**src/hdl/ropt_pkg.sv**
```systemverilog
package ropt_pkg;

   localparam int TABLE_ENTRIES_DEF = 16;

   localparam int NODE_W     = 16;
   localparam int ADDR_W     = 64;
   localparam int RANK_W     = 16;
   localparam int MAC_W      = 48;
   localparam int STATUS_W   = 2;
   localparam int OWN_RANK_W = 17;

   localparam int REQ_DATA_W = 208;
   localparam int REQ_USER_W = 1;
   localparam int RSP_DATA_W = 216;
   localparam int RSP_USER_W = 4;

   // item kinds
   localparam logic CMD_UPDATE = 1'b0;
   localparam logic CMD_QUERY  = 1'b1;

   // query answers
   localparam logic [STATUS_W-1:0] ST_EXISTS  = 2'd0;
   localparam logic [STATUS_W-1:0] ST_DIFFERS = 2'd1;
   localparam logic [STATUS_W-1:0] ST_ABSENT  = 2'd2;

   // one table entry, node id in the lowest bits (same layout as req_tdata)
   typedef struct packed {
      logic [MAC_W-1:0]  mac;
      logic [RANK_W-1:0] rank;
      logic [ADDR_W-1:0] addr_lo;
      logic [ADDR_W-1:0] addr_hi;
      logic [NODE_W-1:0] node;
   } entry_type;

   localparam int ENTRY_W = $bits(entry_type);

   typedef struct packed {
      logic [RSP_DATA_W-OWN_RANK_W-MAC_W-2*ADDR_W-NODE_W-1:0] pad;
      logic [OWN_RANK_W-1:0] own_rank;
      logic [MAC_W-1:0]      pref_mac;
      logic [ADDR_W-1:0]     pref_addr_lo;
      logic [ADDR_W-1:0]     pref_addr_hi;
      logic [NODE_W-1:0]     pref_node;
   } rsp_data_type;

   typedef struct packed {
      logic                pref_valid;
      logic                table_full;
      logic [STATUS_W-1:0] status;
   } rsp_user_type;

   // controller to datapath
   typedef struct packed {
      logic load;
      logic scan_run;
      logic plan;
      logic move_run;
      logic write_new;
      logic rsp_load;
   } dp_cmd_type;

   // datapath to controller
   typedef struct packed {
      logic scan_done;
      logic move_done;
      logic is_query;
      logic drop;
   } dp_stat_type;

endpackage

```
**src/hdl/ropt_ram.sv**
```systemverilog
module ropt_ram #(
   parameter int WIDTH = 8,
   parameter int DEPTH = 16
) (
   input  logic                                        clock,
   input  logic                                        wr_en,
   input  logic [((DEPTH > 1) ? $clog2(DEPTH) : 1)-1:0] wr_addr,
   input  logic [WIDTH-1:0]                            wr_data,
   input  logic                                        rd_en,
   input  logic [((DEPTH > 1) ? $clog2(DEPTH) : 1)-1:0] rd_addr,
   output logic [WIDTH-1:0]                            rd_data
);

   logic [WIDTH-1:0] mem_ff [DEPTH];
   logic [WIDTH-1:0] rd_data_ff;

   always_ff @(posedge clock) begin
      if (wr_en) begin
         mem_ff[wr_addr] <= wr_data;
      end
      if (rd_en) begin
         rd_data_ff <= mem_ff[rd_addr];
      end
   end

   assign rd_data = rd_data_ff;

endmodule

```
**src/hdl/ropt_datapath.sv**
```systemverilog
module ropt_datapath #(
   parameter int TABLE_ENTRIES = ropt_pkg::TABLE_ENTRIES_DEF
) (
   input  logic                   clock,
   input  logic                   reset,
   input  ropt_pkg::dp_cmd_type   cmd,
   output ropt_pkg::dp_stat_type  stat,
   input  logic                   req_cmd,
   input  ropt_pkg::entry_type    req_entry,
   output ropt_pkg::rsp_data_type rsp_data,
   output ropt_pkg::rsp_user_type rsp_user
);
   import ropt_pkg::*;

   localparam int IDXW = (TABLE_ENTRIES > 1) ? $clog2(TABLE_ENTRIES) : 1;
   localparam int CNTW = $clog2(TABLE_ENTRIES + 1);
   localparam logic [CNTW-1:0] NUM = CNTW'(TABLE_ENTRIES);
   localparam logic [CNTW-1:0] ONE = CNTW'(1);

   logic            cmd_ff, cmd_in;
   entry_type       item_ff, item_in;
   entry_type       head_ff, head_in;
   logic [CNTW-1:0] used_ff, used_in;
   // scan
   logic [CNTW-1:0] ptr_ff, ptr_in;
   logic            ev_valid_ff, ev_valid_in;
   logic [CNTW-1:0] ev_idx_ff, ev_idx_in;
   logic            found_ff, found_in;
   logic [CNTW-1:0] pos_ff, pos_in;
   logic [CNTW-1:0] ins_ff, ins_in;
   logic [STATUS_W-1:0] qst_ff, qst_in;
   logic            drop_ff, drop_in;
   // move
   logic            mv_right_ff, mv_right_in;
   logic [CNTW-1:0] mv_rd_ff, mv_rd_in;
   logic [CNTW-1:0] mv_left_ff, mv_left_in;
   logic            mv_pend_ff, mv_pend_in;
   logic [CNTW-1:0] mv_dst_ff, mv_dst_in;
   // result
   rsp_data_type    rsp_data_ff, rsp_data_in;
   rsp_user_type    rsp_user_ff, rsp_user_in;

   logic            rd_en, wr_en;
   logic [IDXW-1:0] rd_addr, wr_addr;
   entry_type       wr_data;
   logic [ENTRY_W-1:0] rd_data;
   entry_type       rd_ent;

   logic            hit, rank_lt, rank_le, drop_now, scan_more;
   logic [CNTW-1:0] p_eff;

   ropt_ram #(
      .WIDTH (ENTRY_W),
      .DEPTH (TABLE_ENTRIES)
   ) u_ram (
      .clock   (clock),
      .wr_en   (wr_en),
      .wr_addr (wr_addr),
      .wr_data (wr_data),
      .rd_en   (rd_en),
      .rd_addr (rd_addr),
      .rd_data (rd_data)
   );

   assign rd_ent  = entry_type'(rd_data);
   assign rank_lt = rd_ent.rank <  item_ff.rank;
   assign rank_le = rd_ent.rank <= item_ff.rank;
   assign hit     = ev_valid_ff && !found_ff &&
                    ((cmd_ff == CMD_QUERY) ?
                     (rd_ent.addr_hi == item_ff.addr_hi && rd_ent.addr_lo == item_ff.addr_lo) :
                     (rd_ent.node == item_ff.node));
   assign scan_more = ptr_ff < used_ff;
   assign drop_now  = (cmd_ff == CMD_UPDATE) && !found_ff && (used_ff == NUM);
   // an unmatched update goes in as if from one past the end
   assign p_eff     = found_ff ? pos_ff : used_ff;

   assign stat.scan_done = !scan_more && !ev_valid_ff;
   assign stat.move_done = (mv_left_ff == '0) && !mv_pend_ff;
   assign stat.is_query  = cmd_ff == CMD_QUERY;
   assign stat.drop      = drop_now;

   always_comb begin
      cmd_in      = cmd_ff;
      item_in     = item_ff;
      head_in     = head_ff;
      used_in     = used_ff;
      ptr_in      = ptr_ff;
      ev_valid_in = 1'b0;
      ev_idx_in   = ev_idx_ff;
      found_in    = found_ff;
      pos_in      = pos_ff;
      ins_in      = ins_ff;
      qst_in      = qst_ff;
      drop_in     = drop_ff;
      mv_right_in = mv_right_ff;
      mv_rd_in    = mv_rd_ff;
      mv_left_in  = mv_left_ff;
      mv_pend_in  = 1'b0;
      mv_dst_in   = mv_dst_ff;
      rsp_data_in = rsp_data_ff;
      rsp_user_in = rsp_user_ff;
      rd_en       = 1'b0;
      rd_addr     = ptr_ff[IDXW-1:0];
      wr_en       = 1'b0;
      wr_addr     = ins_ff[IDXW-1:0];
      wr_data     = item_ff;

      if (cmd.load) begin
         cmd_in   = req_cmd;
         item_in  = req_entry;
         ptr_in   = '0;
         found_in = 1'b0;
         pos_in   = '0;
         ins_in   = '0;
         qst_in   = ST_ABSENT;
      end

      // scan: one read issued a cycle, judged the cycle after
      if (cmd.scan_run) begin
         drop_in = drop_now;
         if (scan_more) begin
            rd_en       = 1'b1;
            rd_addr     = ptr_ff[IDXW-1:0];
            ptr_in      = ptr_ff + ONE;
            ev_valid_in = 1'b1;
            ev_idx_in   = ptr_ff;
         end
      end

      // insert point counts the others that stay ahead: before the match
      // equal ranks stay ahead, after it only smaller ones
      if (ev_valid_ff) begin
         if (hit) begin
            found_in = 1'b1;
            pos_in   = ev_idx_ff;
            qst_in   = (rd_ent.rank == item_ff.rank) ? ST_EXISTS : ST_DIFFERS;
         end else if (found_ff ? rank_lt : rank_le) begin
            ins_in = ins_ff + ONE;
         end
      end

      if (cmd.plan) begin
         if (ins_ff < p_eff) begin
            mv_right_in = 1'b1;
            mv_rd_in    = p_eff - ONE;
            mv_left_in  = p_eff - ins_ff;
         end else begin
            mv_right_in = 1'b0;
            mv_rd_in    = p_eff + ONE;
            mv_left_in  = ins_ff - p_eff;
         end
      end

      // move: write back last read while the next one is issued
      if (mv_pend_ff) begin
         wr_en   = 1'b1;
         wr_addr = mv_dst_ff[IDXW-1:0];
         wr_data = rd_ent;
      end
      if (cmd.move_run && mv_left_ff != '0) begin
         rd_en      = 1'b1;
         rd_addr    = mv_rd_ff[IDXW-1:0];
         mv_pend_in = 1'b1;
         mv_dst_in  = mv_right_ff ? mv_rd_ff + ONE : mv_rd_ff - ONE;
         mv_rd_in   = mv_right_ff ? mv_rd_ff - ONE : mv_rd_ff + ONE;
         mv_left_in = mv_left_ff - ONE;
      end

      if (cmd.write_new) begin
         wr_en   = 1'b1;
         wr_addr = ins_ff[IDXW-1:0];
         wr_data = item_ff;
         if (!found_ff) begin
            used_in = used_ff + ONE;
         end
      end

      // shadow of entry 0 for the preferred parent
      if (wr_en && wr_addr == '0) begin
         head_in = wr_data;
      end

      if (cmd.rsp_load) begin
         rsp_user_in.status     = (cmd_ff == CMD_QUERY) ? qst_ff : ST_EXISTS;
         rsp_user_in.table_full = drop_ff;
         rsp_user_in.pref_valid = used_ff != '0;
         rsp_data_in = '0;
         if (used_ff != '0) begin
            rsp_data_in.pref_node    = head_ff.node;
            rsp_data_in.pref_addr_hi = head_ff.addr_hi;
            rsp_data_in.pref_addr_lo = head_ff.addr_lo;
            rsp_data_in.pref_mac     = head_ff.mac;
            rsp_data_in.own_rank     = {1'b0, head_ff.rank} + OWN_RANK_W'(1);
         end
      end
   end

   always_ff @(posedge clock) begin
      if (reset) begin
         used_ff     <= '0;
         ev_valid_ff <= 1'b0;
         mv_pend_ff  <= 1'b0;
         mv_left_ff  <= '0;
      end else begin
         used_ff     <= used_in;
         ev_valid_ff <= ev_valid_in;
         mv_pend_ff  <= mv_pend_in;
         mv_left_ff  <= mv_left_in;
      end
      cmd_ff      <= cmd_in;
      item_ff     <= item_in;
      head_ff     <= head_in;
      ptr_ff      <= ptr_in;
      ev_idx_ff   <= ev_idx_in;
      found_ff    <= found_in;
      pos_ff      <= pos_in;
      ins_ff      <= ins_in;
      qst_ff      <= qst_in;
      drop_ff     <= drop_in;
      mv_right_ff <= mv_right_in;
      mv_rd_ff    <= mv_rd_in;
      mv_dst_ff   <= mv_dst_in;
      rsp_data_ff <= rsp_data_in;
      rsp_user_ff <= rsp_user_in;
   end

   assign rsp_data = rsp_data_ff;
   assign rsp_user = rsp_user_ff;

`ifndef NO_ASSERTIONS
   a_used_bound : assert property (@(posedge clock) disable iff (reset)
      used_ff <= NUM)
      else $error("entry count beyond table size");

   a_used_step : assert property (@(posedge clock) disable iff (reset)
      (!$past(reset) && used_ff != $past(used_ff)) |-> used_ff == $past(used_ff) + ONE)
      else $error("entry count moved by other than one");

   a_rw_apart : assert property (@(posedge clock) disable iff (reset)
      (rd_en && wr_en) |-> rd_addr != wr_addr)
      else $error("shift read and write hit the same entry");
`endif

endmodule

```
**src/hdl/ropt_ctrl.sv**
```systemverilog
module ropt_ctrl (
   input  logic                  clock,
   input  logic                  reset,
   input  logic                  req_tvalid,
   output logic                  req_tready,
   output logic                  rsp_tvalid,
   input  logic                  rsp_tready,
   output ropt_pkg::dp_cmd_type  cmd,
   input  ropt_pkg::dp_stat_type stat
);
   import ropt_pkg::*;

   typedef enum logic [2:0] {
      IDLE,
      SCAN,
      PLAN,
      MOVE,
      WRITE,
      DONE
   } state_type;

   state_type state_ff, state_in;
   logic      rsp_valid_ff, rsp_valid_in;

   always_comb begin
      state_in     = state_ff;
      rsp_valid_in = rsp_valid_ff;
      cmd          = '0;
      if (rsp_valid_ff && rsp_tready) begin
         rsp_valid_in = 1'b0;
      end
      case (state_ff)
         IDLE: begin
            if (req_tvalid) begin
               cmd.load = 1'b1;
               state_in = SCAN;
            end
         end
         SCAN: begin
            cmd.scan_run = 1'b1;
            if (stat.scan_done) begin
               state_in = (stat.is_query || stat.drop) ? DONE : PLAN;
            end
         end
         PLAN: begin
            cmd.plan = 1'b1;
            state_in = MOVE;
         end
         MOVE: begin
            cmd.move_run = 1'b1;
            if (stat.move_done) begin
               state_in = WRITE;
            end
         end
         WRITE: begin
            cmd.write_new = 1'b1;
            state_in      = DONE;
         end
         DONE: begin
            if (!rsp_valid_ff || rsp_tready) begin
               cmd.rsp_load = 1'b1;
               rsp_valid_in = 1'b1;
               state_in     = IDLE;
            end
         end
         default: begin
            state_in = IDLE;
         end
      endcase
   end

   always_ff @(posedge clock) begin
      if (reset) begin
         state_ff     <= IDLE;
         rsp_valid_ff <= 1'b0;
      end else begin
         state_ff     <= state_in;
         rsp_valid_ff <= rsp_valid_in;
      end
   end

   assign req_tready = state_ff == IDLE;
   assign rsp_tvalid = rsp_valid_ff;

`ifndef NO_ASSERTIONS
   a_one_item : assert property (@(posedge clock) disable iff (reset)
      (req_tvalid && req_tready) |=> !req_tready)
      else $error("second item taken while one is in work");

   a_slot_free : assert property (@(posedge clock) disable iff (reset)
      cmd.rsp_load |-> (!rsp_valid_ff || rsp_tready))
      else $error("result overwritten before it was taken");

   a_cmd_excl : assert property (@(posedge clock) disable iff (reset)
      $onehot0(cmd))
      else $error("datapath commands overlap");
`endif

endmodule

```
**src/hdl/rank_ordered_parent_table_core.sv**
```systemverilog
// Rank-ordered parent table.
// req channel: one item per handshake. req_tuser selects the kind (update or
// query); req_tdata carries node id, address halves, rank and MAC. An update
// overwrites the entry of its node id or appends one, keeping the table in
// ascending rank with ties in arrival order; a query looks up by address.
// rsp channel: exactly one result item per request item, in order, carrying
// the query answer, the table-full flag and the current preferred parent
// (first entry) with its rank plus one.
// Flow: one item at a time. The table lives in a single RAM with one read
// and one write port; each item walks the used entries at one a cycle, and an
// update then shifts the entries between its old and new place at one a
// cycle. req_tready rises with rsp_tvalid, so no new item is taken while
// one is in work.
// Reset clears the entry count, not the RAM contents; no RAM clearing pass,
// the table is empty at once. A stalled receiver holds the result in the
// output register; the next item is still taken and worked, and waits for
// the register to drain.
module rank_ordered_parent_table_core #(
   parameter int TABLE_ENTRIES = ropt_pkg::TABLE_ENTRIES_DEF
) (
   input  logic                            clock,
   input  logic                            reset,
   input  logic                            req_tvalid,
   output logic                            req_tready,
   // node_id[15:0] addr_hi[79:16] addr_lo[143:80] rank[159:144] mac[207:160]
   input  logic [ropt_pkg::REQ_DATA_W-1:0] req_tdata,
   // cmd[0]
   input  logic [ropt_pkg::REQ_USER_W-1:0] req_tuser,
   output logic                            rsp_tvalid,
   input  logic                            rsp_tready,
   // pref_node[15:0] pref_addr_hi[79:16] pref_addr_lo[143:80]
   // pref_mac[191:144] own_rank[208:192] zero[215:209]
   output logic [ropt_pkg::RSP_DATA_W-1:0] rsp_tdata,
   // status[1:0] table_full[2] pref_valid[3]
   output logic [ropt_pkg::RSP_USER_W-1:0] rsp_tuser
);
   import ropt_pkg::*;

   dp_cmd_type   cmd;
   dp_stat_type  stat;
   entry_type    req_entry;
   rsp_data_type rsp_data;
   rsp_user_type rsp_user;

   // request payload lines up with the entry layout
   assign req_entry = entry_type'(req_tdata);

   ropt_ctrl u_ctrl (
      .clock      (clock),
      .reset      (reset),
      .req_tvalid (req_tvalid),
      .req_tready (req_tready),
      .rsp_tvalid (rsp_tvalid),
      .rsp_tready (rsp_tready),
      .cmd        (cmd),
      .stat       (stat)
   );

   ropt_datapath #(
      .TABLE_ENTRIES (TABLE_ENTRIES)
   ) u_datapath (
      .clock     (clock),
      .reset     (reset),
      .cmd       (cmd),
      .stat      (stat),
      .req_cmd   (req_tuser[0]),
      .req_entry (req_entry),
      .rsp_data  (rsp_data),
      .rsp_user  (rsp_user)
   );

   assign rsp_tdata = rsp_data;
   assign rsp_tuser = rsp_user;

endmodule

```
**config.mk**
```make
export PLATFORM = sky130hd
export DESIGN_NAME = rank_ordered_parent_table_core
export DESIGN_NICKNAME = d
export VERILOG_FILES = /design/src/hdl/ropt_pkg.sv /design/src/hdl/ropt_ram.sv /design/src/hdl/ropt_datapath.sv /design/src/hdl/ropt_ctrl.sv /design/src/hdl/rank_ordered_parent_table_core.sv
export SDC_FILE = /design/constraint.sdc
export NUM_CORES = 2
export LEC_CHECK = 0
export ABC_AREA = 0
export BUFFER_PORTS_ARGS = -buffer_cell sky130_fd_sc_hd__buf_2
export CAP_MARGIN = 40
export CORE_MARGIN = 2
export CORE_UTILIZATION = 30
export DETAILED_ROUTE_END_ITERATION = 8
export HOLD_SLACK_MARGIN = 0.1
export PLACE_DENSITY_LB_ADDON = 0.1
export SETUP_SLACK_MARGIN = 0.3
export SYNTH_ARGS = -nofsm -noshare
export SYNTH_HDL_FRONTEND = slang
export SYNTH_SLANG_ARGS = --single-unit
```
**constraint.sdc**
```tcl
create_clock -name clock -period 15.35 [get_ports clock]
set_clock_uncertainty 0.15 [all_clocks]
set_input_delay 0.7675 -clock clock [delete_from_list [all_inputs] [get_ports clock]]
set_output_delay 0.7675 -clock clock [all_outputs]
set_load 0.005 [all_outputs]
```
Yosys cells after proc, flatten, opt, wreduce, memory -nomap -nowiden
Memory sizes are Yosys's and may differ from the RTL's. A register that Yosys moved wholly into a read port is not among the register bits.
Index checks and enable logic that the tools add are counted.
- add/subtract/negate cells: 11
- order comparisons: 4
- equality and inequality tests: 14
- muxes and demuxes: 59
- bitwise gates (word level): 2
- reduce and logical (&&, ||, !) cells: 26
- operator list (kind ; count):
    208-bit two-way mux ; 2
    64-bit equality test ; 2
    5-bit two-way mux ; 18
    16-bit equality test ; 2
    1-bit two-way mux ; 26
    5-bit by 1-bit adder with 5-bit output, second input constant ; 5
    3-bit case mux with 6 select lines ; 1
    16-bit by 1-bit adder with 17-bit output, second input constant ; 1
    16-bit <= comparator ; 1
    16-bit < comparator ; 1
    4-bit two-way mux ; 4
    3-bit two-way mux ; 5
    5-bit by 1-bit subtractor with 5-bit output, second input constant ; 3
    1-bit logical AND ; 10
    5-bit < comparator ; 2
    5-bit nonzero test ; 2
    5-bit subtractor ; 2
    3-bit by 2-bit equality test with 1-bit output, second input constant ; 2
    3-bit equality test, second input constant ; 2
    2-bit two-way mux ; 3
    2-bit inequality test, second input constant ; 3
    5-bit equality test, second input constant ; 1
    1-bit zero test ; 5
    5-bit zero test ; 1
    other kinds (9) ; 12
- bits in registers: 680
- RAM bits: 3328
- input bits: 213
- word-level logic and storage cells: 152
- memories kept: 1
- memories (name ; depth ; width ; read ports ; clocked after memory_dff ; wr ports ; line ; text):
    u_datapath.u_ram.mem_ff ; 16 ; 208 ; 1 ; 1 ; 1 ; ropt_ram.sv:14 ; logic [WIDTH-1:0] mem_ff [DEPTH];

Depth between registers and ports, before layout
- word-level depth: 7
- gate-level depth with buffers: 17
- gate-level depth less buffers: 15

Hierarchy
Synthesis repeated with hierarchy kept, for this count alone.
- cells, all modules: 7191
- area, all modules: 158843.6 um^2
- modules (own cells, without submodules) (module ; times used ; cells an instance ; area an instance (um^2) ; seq. area each (um^2)):
    ropt_ram ; 1 ; 5468 ; 130813.0 ; 106181.8
    ropt_datapath ; 1 ; 1686 ; 27700.3 ; 19969.2
    ropt_ctrl ; 1 ; 37 ; 330.3 ; 80.1

Worst setup path after synthesis
Ideal clock, no wire load.
- path kind: register to register
- start: register u_ctrl.state_ff[2]
- end: register u_datapath.head_ff[0] (netlist bit), enable pin
- setup time: 0.781 ns
- arrival time: 10.368 ns
- data required time: 14.419 ns
- path slack: 4.051 ns
- stages on the path, launching flop included: 8
- clock period less this slack: 11.299 ns
- path through: dfxtp_1 -> clkbuf_1 -> nand2_1 -> nand2_1 -> clkbuf_1 -> clkbuf_1 -> a31oi_1 -> nor2_1
- longest elaborated chain between the ends: 5
- ends and longest elaborated chain (element ; line ; text):
    start: declaration ; ropt_ctrl.sv:22 ; state_type state_ff, state_in;
    start signal: assignment ; ropt_ctrl.sv:77 ; state_ff <= state_in;
    3-bit equality test (*) ; ropt_ctrl.sv:32 ; case (state_ff)
    1-bit two-way mux (*) ; ropt_ctrl.sv:32 ;
    4-bit two-way mux ; ropt_datapath.sv:169 ; if (cmd.write_new) begin
    4-bit zero test ; ropt_datapath.sv:179 ; if (wr_en && wr_addr == '0) begin
    1-bit logical AND (*) ; ropt_datapath.sv:179 ;
    end signal: assignment ; ropt_datapath.sv:212 ; head_ff <= head_in;
    end: declaration ; ropt_datapath.sv:22 ; entry_type head_ff, head_in;
Mark *: on every way between the ends. The rest lies on a longest branch, timed or not.
A chain may end at the register's enable or synchronous reset.

Worst setup path after layout
- start: register u_ctrl.state_ff[1]
- end: register u_datapath.u_ram.rd_data_ff[21] (netlist: u_datapath.u_ram.rd_data[21]) (read register of u_datapath.u_ram.mem_ff), data pin
- longest elaborated chain between the ends: 4
- ends and longest elaborated chain (element ; line ; text):
    3-bit by 1-bit equality test with 1-bit output or 3-bit by 2-bit equality test with 1-bit output (tied branches) ; ropt_ctrl.sv:32 ;
    1-bit two-way mux ; ropt_ctrl.sv:32 ;
    1-bit two-way mux or 1-bit logical AND (tied branches) ; ropt_datapath.sv:119, ropt_datapath.sv:160 ;
    1-bit two-way mux or 4-bit two-way mux (tied branches) ; ropt_datapath.sv:160 ; if (cmd.move_run && mv_left_ff != '0) begin
    end: declaration ; ropt_ram.sv:15 ; logic [WIDTH-1:0] rd_data_ff;
Parallel ways exist; a longest one is shown, timed or not.

==> run summary <==
Via density - 4.963
Crit share post-route - 36.84%
Number of global-route vias before repair - 79.79k
Slowest cell on crit path - buf_4
Layout Utilization - 35.53%
Commonest non-fill, non-tap cell in the layout - edfxtp_1
Critical Path End Type - register
Arrival time of the worst setup path - 6230 ps
CTS tree - built
Die W - 721.2 µm
Worst-Margin Slew - 982.1 ps
CP bufs+invs - 4
# DRC - 0
Max-Cap Viols - 0
Synth top area cells - edfxtp_1 77%, mux4_2 12%, and2_1 1.6%
CORE AREA - 0.5127 mm²
IO Pins - 435
First-pass GRT wire length - 658000 µm
Fmax - 0.1768 GHz
Full die area - 0.5202 mm²
Top cell type's share of synthesized area - 77.31%
Final instance area - 0.1821 mm²
Port Buffers - 427
Async set or reset register ratio after synthesis - 0%
Pleak - 57.83 nW
Die Ht - 721.2 µm
Tmin final - 5655 ps
All-layer global routing usage - 18.02%
Fillcell total - 47.56k
Worst rel slew slack - 34.06%
Final Hold Fails - 0
Hold Crit Class - register to register
Tot Pwr - 24.82 mW
WL/cell - 31.11 µm
Max IR drop VDD - 0.09191 mV
Post-CTS Hold Fix Bufs - 213
Cell Pwr Density - 136.3 mW/mm²
CP max FO - 76
Top cell by count, worst path - buf_4
Setup tns final - 0 ps
RSZ-0062 raised after global routing - false
Synth Flop Type - edfxtp_1
Setup Viol. Count Final - 0
Most frequent cells in the layout - 3973 x edfxtp_1, 832 x mux4_2, 454 x nand2_1
Starting density of the core - 30.10%
Mapped Cells - 7264
Via count - 76.34k
Post_cts resized - 0
TritonCTS Buffers - 448
Post-CTS Setup Bufs - 0
Root buffer cell - clkbuf_16
Clock H-tree levels - 5
Post-synthesis sequential area ratio - 77.75%
DR pass1 iterations - 6
1st-iter DRT viols - 6783
Routed WL - 478500 µm
Post-DP HPWL - 268400 µm
Remaining Overflow, GRT - 0
CTS max path bufs - 4
Layout cell share with drive strength beyond 1 - 27.42%
Synth Register Bits - 4007
Critical path class - register to register
Area Growth Syn to Fin - 18.03%
Placed cell area - 0.1662 mm²
CP Launch Type - register
CTS sink count - 4007
Initial antenna violation count - 56
Clk_lat worst skew - 1020 ps
Slew Limit Fails - 0
Crit-path max cell delay - 740 ps
Critical-path cell list - nor2b_1 > o211a_4 > mux2_8 > buf_4 > buf_4 > buf_4 > buf_16 > mux4_2 > and2_1 > a211oi_1 > a31oi_1
EDFF count, synth - 3973
Status - finished clean
Count of different cell masters after synthesis - 60
Final net count - 8497
Syn Area/Cell - 21.24 µm²
Reg clk slew, reported paths - 60 ps
Area leader, netlist - edfxtp_1
Crit-path leading delay family - buffers and inverters
ANT nets after route - 0
Synth Warn # - 0
Post-Syn Area - 0.1543 mm²
Largest net degree at the start of global routing - 124
GPL Wtd Cong - 0.7276
Worst hold margin - 274.5 ps
Critical Path RT - 15930 ps
Row count - 263
==> metrics by stage <==
stage	std cells	setup slack (ps)
2_1_floorplan	7270	4051
3_3_place_gp	14260	8838
3_5_place_dp	14330	9571
4_1_cts	15360	9517
5_1_grt	15370	9314
6_report	15380	9695
==> state kept, by name, summed over array words and instances, names as in the netlist, 2 cells and up <==
register,count
u_datapath.used_ff,5
u_datapath.mv_rd_ff,4
u_datapath.ptr_ff,5
u_datapath.head_ff,203
u_datapath.u_ram.mem_ff,3125
u_datapath.mv_left_ff,5
u_datapath.pos_ff,5
u_datapath.rsp_user,4
u_datapath.qst_ff,2
u_datapath.u_ram.rd_data,208
u_datapath.item_ff,208
u_datapath.ins_ff,5
u_datapath.rsp_data,209
u_datapath.mv_dst_ff,4
u_datapath.ev_idx_ff,5
u_ctrl.state_ff,3
==> synthesized netlist by cell type (all sizes together) (34+ instances only) <==
cell and n:
a211oi 211, a31oi 213, and2 390, buf 185, clkbuf 203, dfxtp 34
edfxtp 3973, ha 39, inv 57, mux2 212, mux4 832, nand2 455
nand4 40, nor2 53, xnor2 118, xor2 55
==> final timing paths <==
check                     startpoint                           end  slack, ps  cells past startpoint
setup / recovery  u_ctrl.state_ff[1]  u_datapath.u_ram.rd_data[21]       9690                     11
hold / removal    u_datapath.drop_ff        u_datapath.rsp_user[2]        270                      0
setup reg to reg  u_ctrl.state_ff[1]  u_datapath.u_ram.rd_data[21]       9690                     11
hold reg to reg   u_datapath.drop_ff        u_datapath.rsp_user[2]        270                      0
==> power by group <==
group	internal (mW)	leakage, nW	total (mW)	switching [mW]
combinational	0.834	15.0	2.00	1.16
clock	5.78	6.70	10.2	4.45
sequential	12.4	36.1	12.6	0.158
==> layout make-up <==
class                   instances  area, µm²  area share, %
well taps                    6757       8454          4.642
clock buffers                 565      11710          6.431
repair buffers                910       7411          4.069
diodes                         14      35.03        0.01923
clock inverters               253       2048          1.125
inverters                      57      229.0         0.1257
flip-flops and latches       4007     120000          65.87
multi-input cells            2818      32270          17.71
==> layer usage <==
metal	track usage, %	wire, µm	up-vias
li1	-	-	31800
met1	25.77	218700	41990
met2	29.03	226100	1982
met3	2.663	22350	563
met4	4.211	11310	4
met5	0	23	-
==> cells by family (layout without fill, tap and decap cells) <==
kind of cell,count (synthesis),count (layout),share of synthesized area [%]
and+or+nand+nor,1028,1028,3.337
buffers and inverters,445,1785,1.493
other,1,21,0.002430
muxes,1064,1064,13.84
adders and majority gates,42,42,0.3551
xor gates and xnor gates,173,173,0.9818
DFF,4007,4007,77.75
AOI/OAI and AO/OA,504,504,2.243
Note: power is estimated with default switching activity, not from simulation.
